### src/hw/rtl/cor_pkg.sv
`default_nettype none
package cor_pkg;

    localparam int SCREEN_BITS  = 13;
    localparam int COLOR_BITS   = 24;
    localparam int STYLE_BITS   = 8;
    localparam int NUM_LANES    = 8;
    localparam int NUM_QUADS    = 4;

    localparam logic [SCREEN_BITS-1:0] RESET_WIDTH  = 13'd1024;
    localparam logic [SCREEN_BITS-1:0] RESET_HEIGHT = 13'd768;

    typedef enum logic {
        KIND_START = 1'b0,
        KIND_STEP  = 1'b1
    } t_kind;

    typedef enum logic {
        CFG_WIDTH  = 1'b0,
        CFG_HEIGHT = 1'b1
    } t_cfg_idx;

    typedef logic [NUM_QUADS-1:0] t_quad_mask;
    typedef logic [NUM_LANES-1:0] t_lane_mask;

    // quadrant set drawn for each style code; unknown codes draw nothing
    function automatic t_quad_mask style_to_mask(input logic [STYLE_BITS-1:0] style);
        t_quad_mask m;
        case (style)
            8'd0:    m = 4'hF;
            8'd1:    m = 4'h1;
            8'd2:    m = 4'h2;
            8'd3:    m = 4'h4;
            8'd4:    m = 4'h8;
            8'd5:    m = 4'h3;
            8'd6:    m = 4'h6;
            8'd7:    m = 4'hC;
            8'd8:    m = 4'h9;
            8'd9:    m = 4'h7;
            8'd10:   m = 4'hE;
            8'd11:   m = 4'hD;
            8'd12:   m = 4'hB;
            default: m = 4'h0;
        endcase
        return m;
    endfunction

endpackage
`default_nettype wire

### src/hw/rtl/circle_octant_rasterizer.sv
// Midpoint circle rasterizer, one loop iteration per request.
// Input channel (i_in_valid / o_in_ready): a request with i_kind start loads
// centre, radius, style and colour; a request with i_kind step runs one
// iteration and yields the visible pixels among the up to eight octant points.
// Output channel (o_out_valid / i_out_ready): one pixel result per cycle while
// the receiver is ready; o_last_of_step marks the final result of a request.
// Start requests, idle steps and steps with no visible pixel give one result
// with o_pixel_valid 0. The first result of a request passes through the pixel
// serializer and then the output register. A request occupies the serializer
// until it has handed over all its results (1 to 8); the next request is taken
// in the cycle the serializer hands over its last result, so the sustained rate
// is one result per cycle (receiver ready), set by the single output register.
// Screen size is written on the i_cfg_* port (index 0 width, 1 height) by the
// user only while idle, not enforced by the block; reset sets 1024 x 768 and
// clears circle state. Reset is synchronous: no circle active, no result pending.
// When the receiver stalls, the output register holds, the serializer holds
// the rest of the pixels and the input channel drops ready once full.
`default_nettype none
module circle_octant_rasterizer import cor_pkg::*; #(
    parameter int COORD_BITS = 12
) (
    input  wire                      i_clk,
    input  wire                      i_rst_n,
    input  wire                      i_cfg_we,
    input  wire                      i_cfg_index,
    input  wire  [SCREEN_BITS-1:0]   i_cfg_data,
    input  wire                      i_in_valid,
    output logic                     o_in_ready,
    input  wire                      i_kind,
    input  wire  [COORD_BITS-1:0]    i_center_x,
    input  wire  [COORD_BITS-1:0]    i_center_y,
    input  wire  [COORD_BITS-1:0]    i_radius,
    input  wire  [STYLE_BITS-1:0]    i_style,
    input  wire  [COLOR_BITS-1:0]    i_color,
    output logic                     o_out_valid,
    input  wire                      i_out_ready,
    output logic                     o_pixel_valid,
    output logic [COORD_BITS-1:0]    o_pixel_x,
    output logic [COORD_BITS-1:0]    o_pixel_y,
    output logic [COLOR_BITS-1:0]    o_pixel_color,
    output logic                     o_last_of_step,
    output logic                     o_circle_done
);

    localparam int RW = COORD_BITS + 1;
    localparam int PW = COORD_BITS + 2;
    localparam int EW = COORD_BITS + 3;
    localparam int CW = (RW > SCREEN_BITS) ? RW : SCREEN_BITS;
    localparam int LW = $clog2(NUM_LANES);

    // configuration
    logic [SCREEN_BITS-1:0] r_width, r_height;

    // circle state
    logic                   r_active;
    logic signed [RW-1:0]   r_run_x, r_run_y;
    logic signed [EW-1:0]   r_err;
    logic [COORD_BITS-1:0]  r_ctr_col, r_ctr_row;
    t_quad_mask             r_quad;
    logic [COLOR_BITS-1:0]  r_color;

    // pixel serializer
    logic                   r_wk_busy;
    t_lane_mask             r_wk_mask;
    logic                   r_wk_done;
    logic [COLOR_BITS-1:0]  r_wk_color;
    logic [COORD_BITS-1:0]  r_wk_px [NUM_LANES];
    logic [COORD_BITS-1:0]  r_wk_py [NUM_LANES];

    // output register
    logic                   r_out_valid;
    logic                   r_out_pv;
    logic [COORD_BITS-1:0]  r_out_x, r_out_y;
    logic [COLOR_BITS-1:0]  r_out_color;
    logic                   r_out_last, r_out_done;

    logic                   in_acc, out_free, wk_move, wk_last;
    t_lane_mask             wk_rest;
    logic [LW-1:0]          sel;

    logic signed [PW-1:0]   cx, cy, ex, ey;
    logic signed [PW-1:0]   px [NUM_LANES];
    logic signed [PW-1:0]   py [NUM_LANES];
    t_lane_mask             vis;

    logic signed [EW-1:0]   e1, e2, wx, wy;
    logic signed [RW-1:0]   n_run_x, n_run_y;
    logic                   n_active;

    // --- one midpoint iteration on the current state ---
    always_comb begin
        cx = PW'({2'b00, r_ctr_col});
        cy = PW'({2'b00, r_ctr_row});
        ex = PW'(r_run_x);
        ey = PW'(r_run_y);
        px[0] = cx + ey; py[0] = cy - ex;
        px[1] = cx + ex; py[1] = cy - ey;
        px[2] = cx + ex; py[2] = cy + ey;
        px[3] = cx + ey; py[3] = cy + ex;
        px[4] = cx - ey; py[4] = cy + ex;
        px[5] = cx - ex; py[5] = cy + ey;
        px[6] = cx - ex; py[6] = cy - ey;
        px[7] = cx - ey; py[7] = cy - ex;
        for (int i = 0; i < NUM_LANES; i++) begin
            vis[i] = r_quad[i/2]
                  && !px[i][PW-1] && !px[i][PW-2]
                  && !py[i][PW-1] && !py[i][PW-2]
                  && (CW'(px[i][PW-2:0]) < CW'(r_width))
                  && (CW'(py[i][PW-2:0]) < CW'(r_height));
        end

        n_run_x = r_run_x;
        n_run_y = r_run_y;
        if (r_err <= 0) begin
            n_run_y = r_run_y + RW'(1);
        end
        wy = EW'(n_run_y);
        e1 = (r_err <= 0) ? (r_err + (wy <<< 1) + EW'(1)) : r_err;
        if (e1 > 0) begin
            n_run_x = r_run_x - RW'(1);
        end
        wx = EW'(n_run_x);
        e2 = (e1 > 0) ? (e1 - (wx <<< 1) - EW'(1)) : e1;
        n_active = !(n_run_x < n_run_y);
    end

    // --- handshake ---
    assign out_free = !r_out_valid || i_out_ready;
    assign wk_move  = r_wk_busy && out_free;
    assign wk_rest  = r_wk_mask & (r_wk_mask - t_lane_mask'(1));
    assign wk_last  = (wk_rest == '0);
    assign o_in_ready = !r_wk_busy || (wk_move && wk_last);
    assign in_acc   = i_in_valid && o_in_ready;

    always_comb begin
        sel = '0;
        for (int i = NUM_LANES - 1; i >= 0; i--) begin
            if (r_wk_mask[i]) begin
                sel = LW'(i);
            end
        end
    end

    // --- configuration ---
    always_ff @(posedge i_clk) begin
        if (!i_rst_n) begin
            r_width  <= RESET_WIDTH;
            r_height <= RESET_HEIGHT;
        end else if (i_cfg_we) begin
            case (t_cfg_idx'(i_cfg_index))
                CFG_WIDTH:  r_width  <= i_cfg_data;
                CFG_HEIGHT: r_height <= i_cfg_data;
                default:    ;
            endcase
        end
    end

    // --- circle state ---
    always_ff @(posedge i_clk) begin
        if (!i_rst_n) begin
            r_active  <= 1'b0;
            r_run_x   <= '0;
            r_run_y   <= '0;
            r_err     <= '0;
            r_ctr_col <= '0;
            r_ctr_row <= '0;
            r_quad    <= '0;
            r_color   <= '0;
        end else if (in_acc) begin
            if (t_kind'(i_kind) == KIND_START) begin
                r_active  <= 1'b1;
                r_run_x   <= RW'({1'b0, i_radius});
                r_run_y   <= '0;
                r_err     <= '0;
                r_ctr_col <= i_center_x;
                r_ctr_row <= i_center_y;
                r_quad    <= style_to_mask(i_style);
                r_color   <= i_color;
            end else if (r_active) begin
                r_active <= n_active;
                r_run_x  <= n_run_x;
                r_run_y  <= n_run_y;
                r_err    <= e2;
            end
        end
    end

    // --- pixel serializer ---
    always_ff @(posedge i_clk) begin
        if (!i_rst_n) begin
            r_wk_busy <= 1'b0;
            r_wk_mask <= '0;
        end else if (in_acc) begin
            r_wk_busy <= 1'b1;
            if (t_kind'(i_kind) == KIND_STEP && r_active) begin
                r_wk_mask <= vis;
            end else begin
                r_wk_mask <= '0;
            end
        end else if (wk_move) begin
            r_wk_mask <= wk_rest;
            if (wk_last) begin
                r_wk_busy <= 1'b0;
            end
        end
    end

    always_ff @(posedge i_clk) begin
        if (in_acc) begin
            r_wk_color <= r_color;
            if (t_kind'(i_kind) == KIND_START) begin
                r_wk_done <= 1'b0;
            end else begin
                r_wk_done <= r_active ? !n_active : 1'b1;
            end
            for (int i = 0; i < NUM_LANES; i++) begin
                r_wk_px[i] <= px[i][COORD_BITS-1:0];
                r_wk_py[i] <= py[i][COORD_BITS-1:0];
            end
        end
    end

    // --- output register ---
    always_ff @(posedge i_clk) begin
        if (!i_rst_n) begin
            r_out_valid <= 1'b0;
        end else if (out_free) begin
            r_out_valid <= r_wk_busy;
        end
    end

    always_ff @(posedge i_clk) begin
        if (wk_move) begin
            r_out_last <= wk_last;
            r_out_done <= r_wk_done;
            if (r_wk_mask != '0) begin
                r_out_pv    <= 1'b1;
                r_out_x     <= r_wk_px[sel];
                r_out_y     <= r_wk_py[sel];
                r_out_color <= r_wk_color;
            end else begin
                r_out_pv    <= 1'b0;
                r_out_x     <= '0;
                r_out_y     <= '0;
                r_out_color <= '0;
            end
        end
    end

    assign o_out_valid    = r_out_valid;
    assign o_pixel_valid  = r_out_pv;
    assign o_pixel_x      = r_out_x;
    assign o_pixel_y      = r_out_y;
    assign o_pixel_color  = r_out_color;
    assign o_last_of_step = r_out_last;
    assign o_circle_done  = r_out_done;

endmodule
`default_nettype wire
### config.mk
export PLATFORM = sky130hd
export DESIGN_NAME = circle_octant_rasterizer
export DESIGN_NICKNAME = d
export VERILOG_FILES = /design/src/hw/rtl/cor_pkg.sv /design/src/hw/rtl/circle_octant_rasterizer.sv
export SDC_FILE = /design/constraint.sdc
export NUM_CORES = 1
export LEC_CHECK = 0
export BUFFER_PORTS_ARGS = -buffer_cell sky130_fd_sc_hd__clkbuf_2
export CORE_ASPECT_RATIO = 0.6
export CORE_MARGIN = 8
export CORE_UTILIZATION = 29
export CTS_CLUSTER_SIZE = 30
export DETAILED_ROUTE_END_ITERATION = 10
export PLACE_DENSITY_LB_ADDON = 0.1
export SYNTH_ARGS = -nofsm -noshare
export SYNTH_HDL_FRONTEND = slang
export SYNTH_SLANG_ARGS = --single-unit
### constraint.sdc
create_clock -name i_clk -period 8.17 [get_ports i_clk]
set_clock_uncertainty 0.1 [all_clocks]
set_input_delay 1.2255 -clock i_clk [delete_from_list [all_inputs] [get_ports i_clk]]
set_output_delay 1.2255 -clock i_clk [all_outputs]
set_load 0.05 [all_outputs]
Word-level counts from Yosys, hierarchy flattened:

Memory sizes are Yosys's and may differ from the RTL's. A register that Yosys moved wholly into a read port is not among the register bits.
Index checks and enable logic that the tools add are counted.

* input bits: 88
* word-level logic and storage cells: 168
* RAM bits: 192
* memories: 3
* flip-flop bits (word level): 182
* bits in read-only memories: 64
* output and inout bits: 53

* reductions and logical operators: 85
* add/sub/neg operators: 15
* bitwise operators: 3
* equal/unequal tests: 1
* magnitude comparators: 11
* muxes and demuxes: 31

Memories
* r_wk_px: words 8, width 12, rd ports 1, clocked after Yosys merged registers in 1, write ports 8, RTL line circle_octant_rasterizer.sv:67 `logic [COORD_BITS-1:0] r_wk_px [NUM_LANES];`
* r_wk_py: words 8, width 12, rd ports 1, clocked after Yosys merged registers in 1, write ports 8, RTL line circle_octant_rasterizer.sv:68 `logic [COORD_BITS-1:0] r_wk_py [NUM_LANES];`
* (no name shown): words 16, width 4, rd ports 1, clocked after Yosys merged registers in 0, write ports 0, RTL line cor_pkg.sv:29 `case (style)`

Operators with widths (number)
* $lt A13 B13 Y1: 9
* $mux W13: 6
* $mux W15: 4
* $add A13 B13 Y14: 4
* $sub A13 B13 Y14: 4
* $logic_and A1 B1 Y1: 52
* $mux W3: 8
* $mux W8: 3
* $logic_not A1 Y1: 21
* $add A15 B14 Y15: 1
* $add A15 B2 Y15 const B: 1
* $gt A15 B1 Y1 const B: 1
* $le A15 B1 Y1 const B: 1
* $sub A15 B14 Y15: 1
* $sub A15 B2 Y15 const B: 1
* $add A13 B2 Y13 const B: 1
* $sub A13 B2 Y13 const B: 1
* $reduce_and A2 Y1: 5
* $mux W1: 9
* $and A8 B8 Y8: 1
* $logic_not A8 Y1: 1
* $reduce_bool A8 Y1: 1
* $sub A8 B1 Y8 const B: 1
* $logic_not A4 Y1: 1
* other kinds (5): 8

Logic depth before layout (Yosys ltp):

Gate-level depths: netlist (run 1).

* depth after elaboration: 12
* gate-level depth with buffers: 35
* mapped depth without buffers: 33

Worst setup path after synthesis (run 1):

Ideal clock, no wire load.

* kind: reg-to-reg
* from: register r_err[3]
* to: register r_err[13]
* period minus slack after synthesis: 7.731 ns
* data required time: 7.944 ns
* setup time: 0.126 ns
* data arrival time: 7.504 ns
* stages on the path, launching flop included: 34
* path buffers: 3
* slack: 0.439 ns
* cells stage by stage: dfxtp_1 -> nor4_4 -> a41oi_1 -> buf_2 -> buf_1 -> nor3_1 -> nand3_1 -> nor3_1 -> xnor2_1 -> ha_1 -> a21o_1 -> a21o_1 -> a221oi_1 -> o21ai_0 -> xor2_1 -> a2111o_1 -> nor3_1 -> nor2_1 -> clkbuf_1 -> xnor2_1 -> ha_1 -> a31o_2 -> maj3_1 -> a21oi_1 -> a21oi_1 -> o32a_1 -> o21ai_0 -> maj3_1 -> a211oi_1 -> o21ai_1 -> a21oi_1 -> a2111oi_0 -> a2111o_1 -> o211ai_1

* word-level cells in the longest chain between the ends: 12

Ends and longest elaborated chain
* start, declared: RTL line circle_octant_rasterizer.sv:57 `logic signed [EW-1:0] r_err;`
* start signal, assigned: RTL line circle_octant_rasterizer.sv:164 `r_err <= '0;`
* start signal, assigned: RTL line circle_octant_rasterizer.sv:174 `r_err <= '0;`
* start signal, assigned: RTL line circle_octant_rasterizer.sv:183 `r_err <= e2;`
* $le A15 B1 Y1: RTL line circle_octant_rasterizer.sv:114, circle_octant_rasterizer.sv:118
* $mux W13: RTL line circle_octant_rasterizer.sv:114 `if (r_err <= 0) begin`
* $add A15 B14 Y15: RTL line circle_octant_rasterizer.sv:118 `e1 = (r_err <= 0) ? (r_err + (wy <<< 1) + EW'(1)) : r_err;`
* $add A15 B2 Y15: RTL line circle_octant_rasterizer.sv:118
* $mux W15 *: RTL line circle_octant_rasterizer.sv:118
* $gt A15 B1 Y1: RTL line circle_octant_rasterizer.sv:119, circle_octant_rasterizer.sv:123
* $mux W13: RTL line circle_octant_rasterizer.sv:119 `if (e1 > 0) begin`
* $sub A15 B14 Y15: RTL line circle_octant_rasterizer.sv:123 `e2 = (e1 > 0) ? (e1 - (wx <<< 1) - EW'(1)) : e1;`
* $sub A15 B2 Y15: RTL line circle_octant_rasterizer.sv:123
* $mux W15 *: RTL line circle_octant_rasterizer.sv:123
* $mux W15 *: RTL line circle_octant_rasterizer.sv:179 `end else if (r_active) begin`
* $mux W15 *: RTL line circle_octant_rasterizer.sv:170 `if (t_kind'(i_kind) == KIND_START) begin`

Every way passes the cells marked *; elsewhere a longest branch is shown, timed or not. The select of a mux whose other input is x is not followed.
A chain may end at the register's enable or synchronous reset.

Final worst setup path (run 1):

* from: register r_err[12]
* to: register r_active

* word-level cells in the longest chain between the ends: 11

Ends and longest elaborated chain
* $le A15 B1 Y1: RTL line circle_octant_rasterizer.sv:114, circle_octant_rasterizer.sv:118
* $mux W13: RTL line circle_octant_rasterizer.sv:114
* $add A15 B14 Y15: RTL line circle_octant_rasterizer.sv:118
* $add A15 B2 Y15: RTL line circle_octant_rasterizer.sv:118
* $mux W15: RTL line circle_octant_rasterizer.sv:118
* $gt A15 B1 Y1: RTL line circle_octant_rasterizer.sv:119
* $mux W13: RTL line circle_octant_rasterizer.sv:119
* $lt A13 B13 Y1 *: RTL line circle_octant_rasterizer.sv:124 `n_active = !(n_run_x < n_run_y);`
* $logic_not A1 Y1 *: RTL line circle_octant_rasterizer.sv:124
* $mux W1 *: RTL line circle_octant_rasterizer.sv:179
* $mux W1 *: RTL line circle_octant_rasterizer.sv:170
* end signal, assigned: RTL line circle_octant_rasterizer.sv:180 `r_active <= n_active;`
* end, declared: RTL line circle_octant_rasterizer.sv:55 `logic r_active;`

Every way passes the cells marked *; elsewhere a longest branch is shown, timed or not.

==> results of run 1 <==
[flip-flops by register name (all words and copies together) (netlist names), 12 cells and up]
signal and flops:
r_wk_px 46, r_wk_py 46, o_pixel_color 24, r_color 24, r_wk_color 24, r_err 15
r_height 13, r_run_x 13, r_run_y 13, r_width 13, o_pixel_x 12, o_pixel_y 12
r_ctr_col 12, r_ctr_row 12
[how the worst min path moves through the flow]
stage,from,to,slack [ns],cells past startpoint
global placement,r_wk_done,o_circle_done,0.31,0
finish,r_wk_done,o_circle_done,0.32,0
global route,r_color[16],r_wk_color[16],0.34,0
floorplan,r_wk_done,o_circle_done,0.30,0
detailed placement,r_wk_done,o_circle_done,0.31,0
CTS,r_wk_done,o_circle_done,0.32,0
[final cells by class]
cell class | count | area, µm² | area share [%]
Tap cell | 912 | 1140 | 4.94
Sequential cell | 298 | 7650 | 33.1
Inverter | 146 | 553 | 2.39
Clock buffer | 53 | 1060 | 4.58
Clock inverter | 13 | 114 | 0.493
Timing Repair Buffer | 182 | 1020 | 4.40
Multi-Input combinational cell | 1598 | 11600 | 50.1
[Yosys cell counts, types with 4 or more instances]
cell type / number / area share, %
o2111ai_1: 5 / 0.22
clkbuf_1: 69 / 1.3
a21boi_0: 13 / 0.49
o21bai_1: 34 / 1.3
mux2i_1: 10 / 0.50
mux2_2: 5 / 0.28
nand2b_1: 25 / 0.79
a2111o_1: 4 / 0.23
xnor2_1: 86 / 3.8
o21ai_0: 94 / 2.4
maj3_1: 6 / 0.30
a21o_1: 20 / 0.75
nor2_1: 147 / 2.8
and3_1: 19 / 0.60
o211ai_1: 11 / 0.41
nor4_1: 11 / 0.35
nor2b_1: 48 / 1.5
or3_1: 10 / 0.31
mux4_2: 33 / 3.7
ha_1: 221 / 14
and2_1: 19 / 0.60
dfxtp_1: 130 / 13
nor3b_1: 4 / 0.15
o21a_1: 59 / 2.2
inv_1: 143 / 2.7
o31a_1: 4 / 0.18
nand4_1: 12 / 0.38
o31ai_1: 5 / 0.19
nor3_1: 32 / 0.80
nand3b_1: 5 / 0.19
edfxtp_1: 168 / 25
nand3_1: 25 / 0.63
nand2_1: 252 / 4.7
o22ai_1: 9 / 0.28
buf_1: 4 / 0.075
xor2_1: 35 / 1.5
a22oi_1: 18 / 0.68
a211oi_1: 11 / 0.41
fa_1: 10 / 1.0
a31oi_1: 7 / 0.22
a21oi_1: 229 / 5.8
[critical path: cells and delay by family, from the launching register on]
family,cells,cell delay [ns]
compound gates,8,2.30
simple gates,13,2.82
xor+xnor,2,0.42
flops,1,0.38
fa+ha+maj,2,0.67
mux,1,0.39
buf+inv,4,0.51
[logic make-up after synthesis]
family,share of synthesized area [%]
compound gates,17.4
xor+xnor,5.40
fa+ha+maj,15.2
buf+inv,4.20
flops,38.4
mux,4.52
simple gates,14.8
[per-layer routing]
layer / vias to the layer above / part of all wire [%] / GRT usage [%]
li1: 7865 / - / -
met1: 7761 / 53 / 27.2
met2: 437 / 38 / 23.5
met3: 78 / 6.8 / 4.34
met4: 0 / 1.9 / 3.91
met5: - / 0 / 0
[cell usage in the layout (no fill, tap or decap), types with 48 or more instances in the layout]
master / count
o21a_1: 59
clkbuf_2: 140
nor2_1: 144
nand2_1: 251
o21ai_0: 94
a21oi_1: 227
nor2b_1: 48
dfxtp_1: 130
edfxtp_1: 168
xnor2_1: 84
inv_1: 142
ha_1: 220
[through the flow]
stage	std cells	util [%]	setup TNS, ns	hold slack (ns)	cell area [µm²]
after floorplan	2118	-	0	0.300	19900
after global placement	3132	32.1	0	0.310	21800
after detailed placement	3132	32.1	0	0.311	21800
after CTS	3198	33.8	0	0.323	23000
after global routing	3202	34.0	-0.0700	0.338	23100
final	3202	34.0	0	0.317	23100
[timing repair]
item,CTS,global route
setup endpoints to repair,0,9
resized for setup,0,14
setup buffers,0,4
[power groups by stage]
stage	Combinational, mW	Clock [mW]	Sequential, mW
CTS	3.44	1.69	1.85
global route	3.86	1.74	1.87
global placement	3.43	0	1.88
floorplan	2.30	0	1.88
detailed placement	3.40	0	1.89
finish	3.54	1.63	1.85
==> results by group, run 1 <==
Timing
  – Fmax: approximately 130 MHz
  – Final Max Tran Viols: 0
  – Slew at the pin closest to its max-slew limit: about 1.1 ns
  – Slew HR: between 20% and 30%
  – Tmin final: 7.76 ns
  – Final setup viols: 0
  – Period utilization: 95.0%
  – Setup ws final: 0.410 ns
  – Final hold vios: 0

Setup path
  – FF-to-FF path depth: 30
  – Classification of the worst setup path: flop to flop
  – Critical R2R Capture: r_active
  – Critical Path Sink: r_active
  – Crit. End Element: flop
  – Setup crit start kind: flop
  – Reg2Reg Launch Point: r_err[12]
  – Critical path required time: between 8 and 9 ns
  – CP max stage delay: slightly below 0.8 ns
  – Slowest CP cell: o31ai_1
  – CP most frequent cell: nand2_1
  – Crit path DAT: 8.07 ns
  – Critical Path Fanout Max: 6
  – Reg2reg setup slack: 0.41 ns
  – Worst Setup SP: r_err[12]

Place
  – PortBufs: 140
  – GP Congestion: 0.915
  – Place WS: 0.156 ns
  – Final HPWL DP: 53700 µm

Routing
  – Initial drt markers: 1301
  – Antenna Nets Post-Route: 0
  – DR WL/cell: 21.8 µm
  – DRT Pass-1 Iters: 5
  – Final WL: 69800 µm
  – Total number of vias: around 16k
  – Vias per inst: 5.04
  – Post-route DRC violation count: 0

CTS
  – CTS buffer count: 36
  – H-tree depth: 2
  – CTS Buffer Depth: 3
  – Clock transition at path regs: 0.06 ns
  – CTS tree: done
  – Worst-Skew Late Latency: 0.56 ns
  – Sink Count: 298
  – # hold bufs at CTS: 0
  – Clk root buf: clkbuf_16

Floorplanning
  – CORE AREA: 68000 µm²
  – Die Y: 219 µm
  – IO Count: 141
  – DIE AREA: around 78000 µm²
  – Row count: 74
  – Initial Util: 29.3%
  – Die width: 354 µm

Synthesis
  – Post-synth EDFFs: 168
  – #FFs+latches synth: 298
  – Avg Cell Area, Syn: about 9.4 µm²
  – Post-synthesis sequential area ratio: 38.4%
  – Post-Synthesis Net Count: 2437
  – Top FF cell, synth: edfxtp_1
  – YS warnings: 0
  – Synthesized area: 19900 µm²
  – Cell count after synthesis: 2118
  – Distinct cells, synth: 80
  – Post-synth ARST share: 0%

Cells and area
  – Share of cells above drive strength 1: 13.8%
  – Area grow syn2layout: 15.9%
  – Antenna diode count: 0
  – # fillers: ~7k
  – Total Nets Final: 2581

GRT
  – Vias in the first global route: 15.8k
  – Global route overflow: 0
  – Largest net degree at the start of global routing: 69
  – GRT Total Usage: roughly 17%
  – Initial antenna violation count: 1
  – Global-route wire length before repair: 102000 µm

Outcome
  – Status: finished, final reports clean

Power and ir drop
  – Worst vdd ir: 0.242 mV
  – Power share of the combinational group: 50.4%
  – P_leak: approximately 9.4 nW
  – Clock network power share: 23.2%
  – P_sw: between 2 and 3 mW
  – Pwr Density: 304 nW/µm²
  – Switching share of power: 42.5%
  – Sequential Power Share: 26.4%
  – Power Total: roughly 7.0 mW
  – P_int: ~4.0 mW

Min path
  – Class of the worst hold path: flop to flop

Flow run
  – Max cap viols: 0
Power figures use the tool's default switching activity.
==> run 2, diff against run 1 <==
--- a/config.mk
+++ b/config.mk
@@ -5,6 +5,7 @@
 export SDC_FILE = /design/constraint.sdc
 export NUM_CORES = 1
 export LEC_CHECK = 0
+export ABC_AREA = 1
 export BUFFER_PORTS_ARGS = -buffer_cell sky130_fd_sc_hd__clkbuf_2
 export CORE_ASPECT_RATIO = 0.6
 export CORE_MARGIN = 8
@@ -12,6 +13,7 @@
 export CTS_CLUSTER_SIZE = 30
 export DETAILED_ROUTE_END_ITERATION = 10
 export PLACE_DENSITY_LB_ADDON = 0.1
+export REMOVE_ABC_BUFFERS = 1
 export SYNTH_ARGS = -nofsm -noshare
 export SYNTH_HDL_FRONTEND = slang
 export SYNTH_SLANG_ARGS = --single-unit
==> run 2 against run 1 <==
Via count rose by 10%. Die area rose by 3.2%. Non-clock buffer count down 24. Global-route usage rose by 0.25 points. Wire length up 4.6%. Sequential share of layout area decreased by 0.50 points. First-iteration DRC count is 12% higher. Synthesized cell count is 23% higher. Count of clock-buffer cells in the layout is 7 lower. Critical endpoint is now r_err[13]. Highest routed layer unchanged.
==> results by group, run 2 <==
Outcome
  – Status: finished, final reports clean (unchanged)

Power and ir drop
  – Pwr Density: 435 nW/µm² (was 304 nW/µm²)
  – Worst vdd ir: 0.356 mV (was 0.242 mV)
  – P_leak: 11.0 nW (was 9.38 nW)

Synthesis
  – Dominant cells by area after synthesis: edfxtp_1 24%, ha_1 13%, dfxtp_1 13% (was edfxtp_1 25%, ha_1 14%, dfxtp_1 13%)
  – Leading area contributor after synthesis: edfxtp_1 (unchanged)
  – Top FF cell, synth: edfxtp_1 (unchanged)
  – Avg Cell Area, Syn: 7.92 µm² (was 9.41 µm²)
  – Synthesized area: 20600 µm² (was 19900 µm²)
  – Commonest cells in the netlist: 364 x nand2_1, 350 x inv_1, 339 x nor2_1, 237 x a21oi_1, 221 x ha_1 (was 252 x nand2_1, 229 x a21oi_1, 221 x ha_1, 168 x edfxtp_1, 147 x nor2_1)
  – Distinct cells, synth: 59 (was 80)
  – Post-synth ARST share: 0% (unchanged)
  – Post-synthesis sequential area ratio: 37.1% (was 38.4%)
  – #FFs+latches synth: 298 (unchanged)
  – Post-synth EDFFs: 168 (unchanged)
  – Synth top area share: 24.5% (was 25.3%)
  – YS warnings: 0 (unchanged)
  – Most frequent cell after synthesis: nand2_1 (unchanged)
  – Cell count after synthesis: 2600 (was 2118)

CTS
  – CTS buffer count: 35 (was 36)
  – Clk root buf: clkbuf_16 (unchanged)
  – CTS Buffer Depth: 3 (unchanged)
  – Worst-Skew Late Latency: 0.57 ns (was 0.56 ns)
  – H-tree depth: 2 (unchanged)
  – Post-CTS resize count: 0 (unchanged)
  – Clock transition at path regs: 0.07 ns (was 0.06 ns)
  – Sink Count: 298 (unchanged)
  – # hold bufs at CTS: 0 (unchanged)
  – CTS tree: done (unchanged)
  – Post-CTS Setup Bufs: 0 (unchanged)

Setup path
  – CP max stage delay: 0.42 ns (was 0.79 ns)
  – Crit. End Element: flop (unchanged)
  – Setup crit start kind: flop (unchanged)
  – Critical path required time: 8.49 ns (was 8.48 ns)
  – Slowest CP cell: ha_1 (was o31ai_1)
  – Worst Setup SP: r_err[2] (was r_err[12])
  – Classification of the worst setup path: flop to flop (unchanged)
  – FF-to-FF path depth: 34 (was 30)
  – Reg2Reg Launch Point: r_err[2] (was r_err[12])
  – CP most frequent cell: nand2_1 (unchanged)
  – Critical Path Fanout Max: 31 (was 6)
  – Crit path DAT: 7.50 ns (was 8.07 ns)

GRT
  – GRT Total Usage: 17.7% (was 17.4%)
  – Vias in the first global route: 17.2k (was 15.8k)
  – Global route overflow: 0 (unchanged)
  – Global-route wire length before repair: 109000 µm (was 102000 µm)
  – Largest net degree at the start of global routing: 74 (was 69)
  – Initial antenna violation count: 2 (was 1)

Cells and area
  – Total Nets Final: 3037 (was 2581)
  – Top flop regs: r_wk_px x46, r_wk_py x46 (unchanged)
  – # fillers: 7385 (was 7019)
  – Area grow syn2layout: 13.8% (was 15.9%)
  – Share of cells above drive strength 1: 11.0% (was 13.8%)
  – Most common cell after layout, fill and taps aside: nand2_1 (unchanged)
  – Fin area: 23500 µm² (was 23100 µm²)
  – Antenna diode count: 0 (unchanged)
  – Most frequent cells in the layout: 364 x nand2_1, 348 x inv_1, 335 x nor2_1 (was 251 x nand2_1, 227 x a21oi_1, 220 x ha_1)

Floorplanning
  – DIE AREA: 80100 µm² (was 77600 µm²)
  – CORE AREA: 70100 µm² (was 68000 µm²)
  – Row count: 75 (was 74)
  – IO Count: 141 (unchanged)
  – Initial Util: 29.4% (was 29.3%)
  – Die width: 360 µm (was 354 µm)
  – Die Y: 222 µm (was 219 µm)

Place
  – Cell Area, Placed: 22300 µm² (was 21800 µm²)
  – GP Congestion: 0.911 (was 0.915)
  – Final HPWL DP: 56100 µm (was 53700 µm)
  – PortBufs: 140 (unchanged)

Routing
  – Vias per inst: 4.85 (was 5.04)
  – Post-route DRC violation count: 0 (unchanged)
  – DRT Pass-1 Iters: 5 (unchanged)
  – DR WL/cell: 19.9 µm (was 21.8 µm)
  – Final WL: 73000 µm (was 69800 µm)
  – Total number of vias: 17.8k (was 16.1k)
  – Antenna Nets Post-Route: 0 (unchanged)
  – Initial drt markers: 1462 (was 1301)

Timing
  – Final hold vios: 0 (unchanged)
  – Final Max Tran Viols: 0 (unchanged)
  – Setup_tns: 0 ns (unchanged)
  – Slew at the pin closest to its max-slew limit: 1.08 ns (was 1.14 ns)
  – RSZ-0062 raised after global routing: false
  – Period utilization: 88.0% (was 95.0%)
  – Tmin final: 7.19 ns (was 7.76 ns)
  – Slew HR: 28.0% (was 23.7%)
  – Fmax: 139 MHz (was 129 MHz)
  – Final setup viols: 0 (unchanged)

Min path
  – WHS Path Cells: 0 (unchanged)
  – Min-delay src: r_color[4] (was r_wk_done)
  – Class of the worst hold path: flop to flop (unchanged)

Flow run
  – Max cap viols: 0 (unchanged)
[run 2: cell count changes in the layout (fill, tap and decap cells not counted), sizes merged, moves of 78 or more]
cell | previous run | this run
inv | 148 | 364
nand2 | 252 | 384
nand3 | 25 | 113
nor2 | 147 | 350
o21ai | 97 | 217
xnor2 | 86 | 8
[run 2: final timing paths]
path / slack [ns] / to
max: 0.98 / r_err[13]
min: 0.32 / r_wk_color[4]
max reg2reg: 0.98 / r_err[13]
min reg2reg: 0.32 / r_wk_color[4]
[run 2: kinds of logic after synthesis]
| logic type | after synthesis | synth area share [%] |
|---|---|---|
| AO/OA/AOI/OAI | 579 | 15.6 |
| AND/OR/NAND/NOR | 939 | 19.9 |
| XOR/XNOR | 109 | 4.74 |
| adder cells (fa/ha/maj) | 231 | 14.4 |
| buffers and inverters | 444 | 8.32 |
| flip-flops | 298 | 37.1 |
[run 2: power by group]
part	switching, mW	internal, mW	total [mW]
Combinational	4.54	1.93	6.47
Clock	0.689	0.943	1.63
Sequential	0.164	1.93	2.09
Total	5.39	4.80	10.2
[run 2: critical path, delay by kind of cell (launching register included)]
kind / cells / cell delay [ns]
fa+ha+maj: 2 / 0.81
xor+xnor: 2 / 0.48
flops: 1 / 0.34
buf+inv: 4 / 0.88
compound gates: 1 / 0.06
simple gates: 25 / 4.32
[run 2: stage by stage]
stage                     setup slack (ns)  total power [mW]  std cells  hold WS, ns  utilization, %
after floorplan                      0.851              6.54       2523        0.300               -
after global placement                1.28              8.50       3605        0.308            31.8
final                                0.984              10.2       3668        0.322            33.5
after CTS                             1.16              10.2       3668        0.321            33.5
after detailed placement              1.20              8.45       3605        0.310            31.8
after global routing                 0.262              11.1       3668        0.332            33.5
[run 2: layout make-up]
cell class | instances | area (µm²) | share of cell area (%)
Sequential cell | 298 | 7650 | 32.6
Tap cell | 924 | 1160 | 4.93
Inverter | 367 | 1380 | 5.89
Clock inverter | 17 | 171 | 0.731
Timing Repair Buffer | 158 | 836 | 3.56
Multi-Input combinational cell | 1858 | 11300 | 48.1
Clock buffer | 46 | 980 | 4.18
[run 2: per-layer routing]
layer  global-route usage (%)  share of wire [%]  vias to the layer above
li1                         -                  -                     8915
met1                     28.1                 55                     8345
met2                     23.5                 37                      465
met3                     4.21                6.8                       71
met4                     3.22                1.5                        0
met5                        0                  0                        -
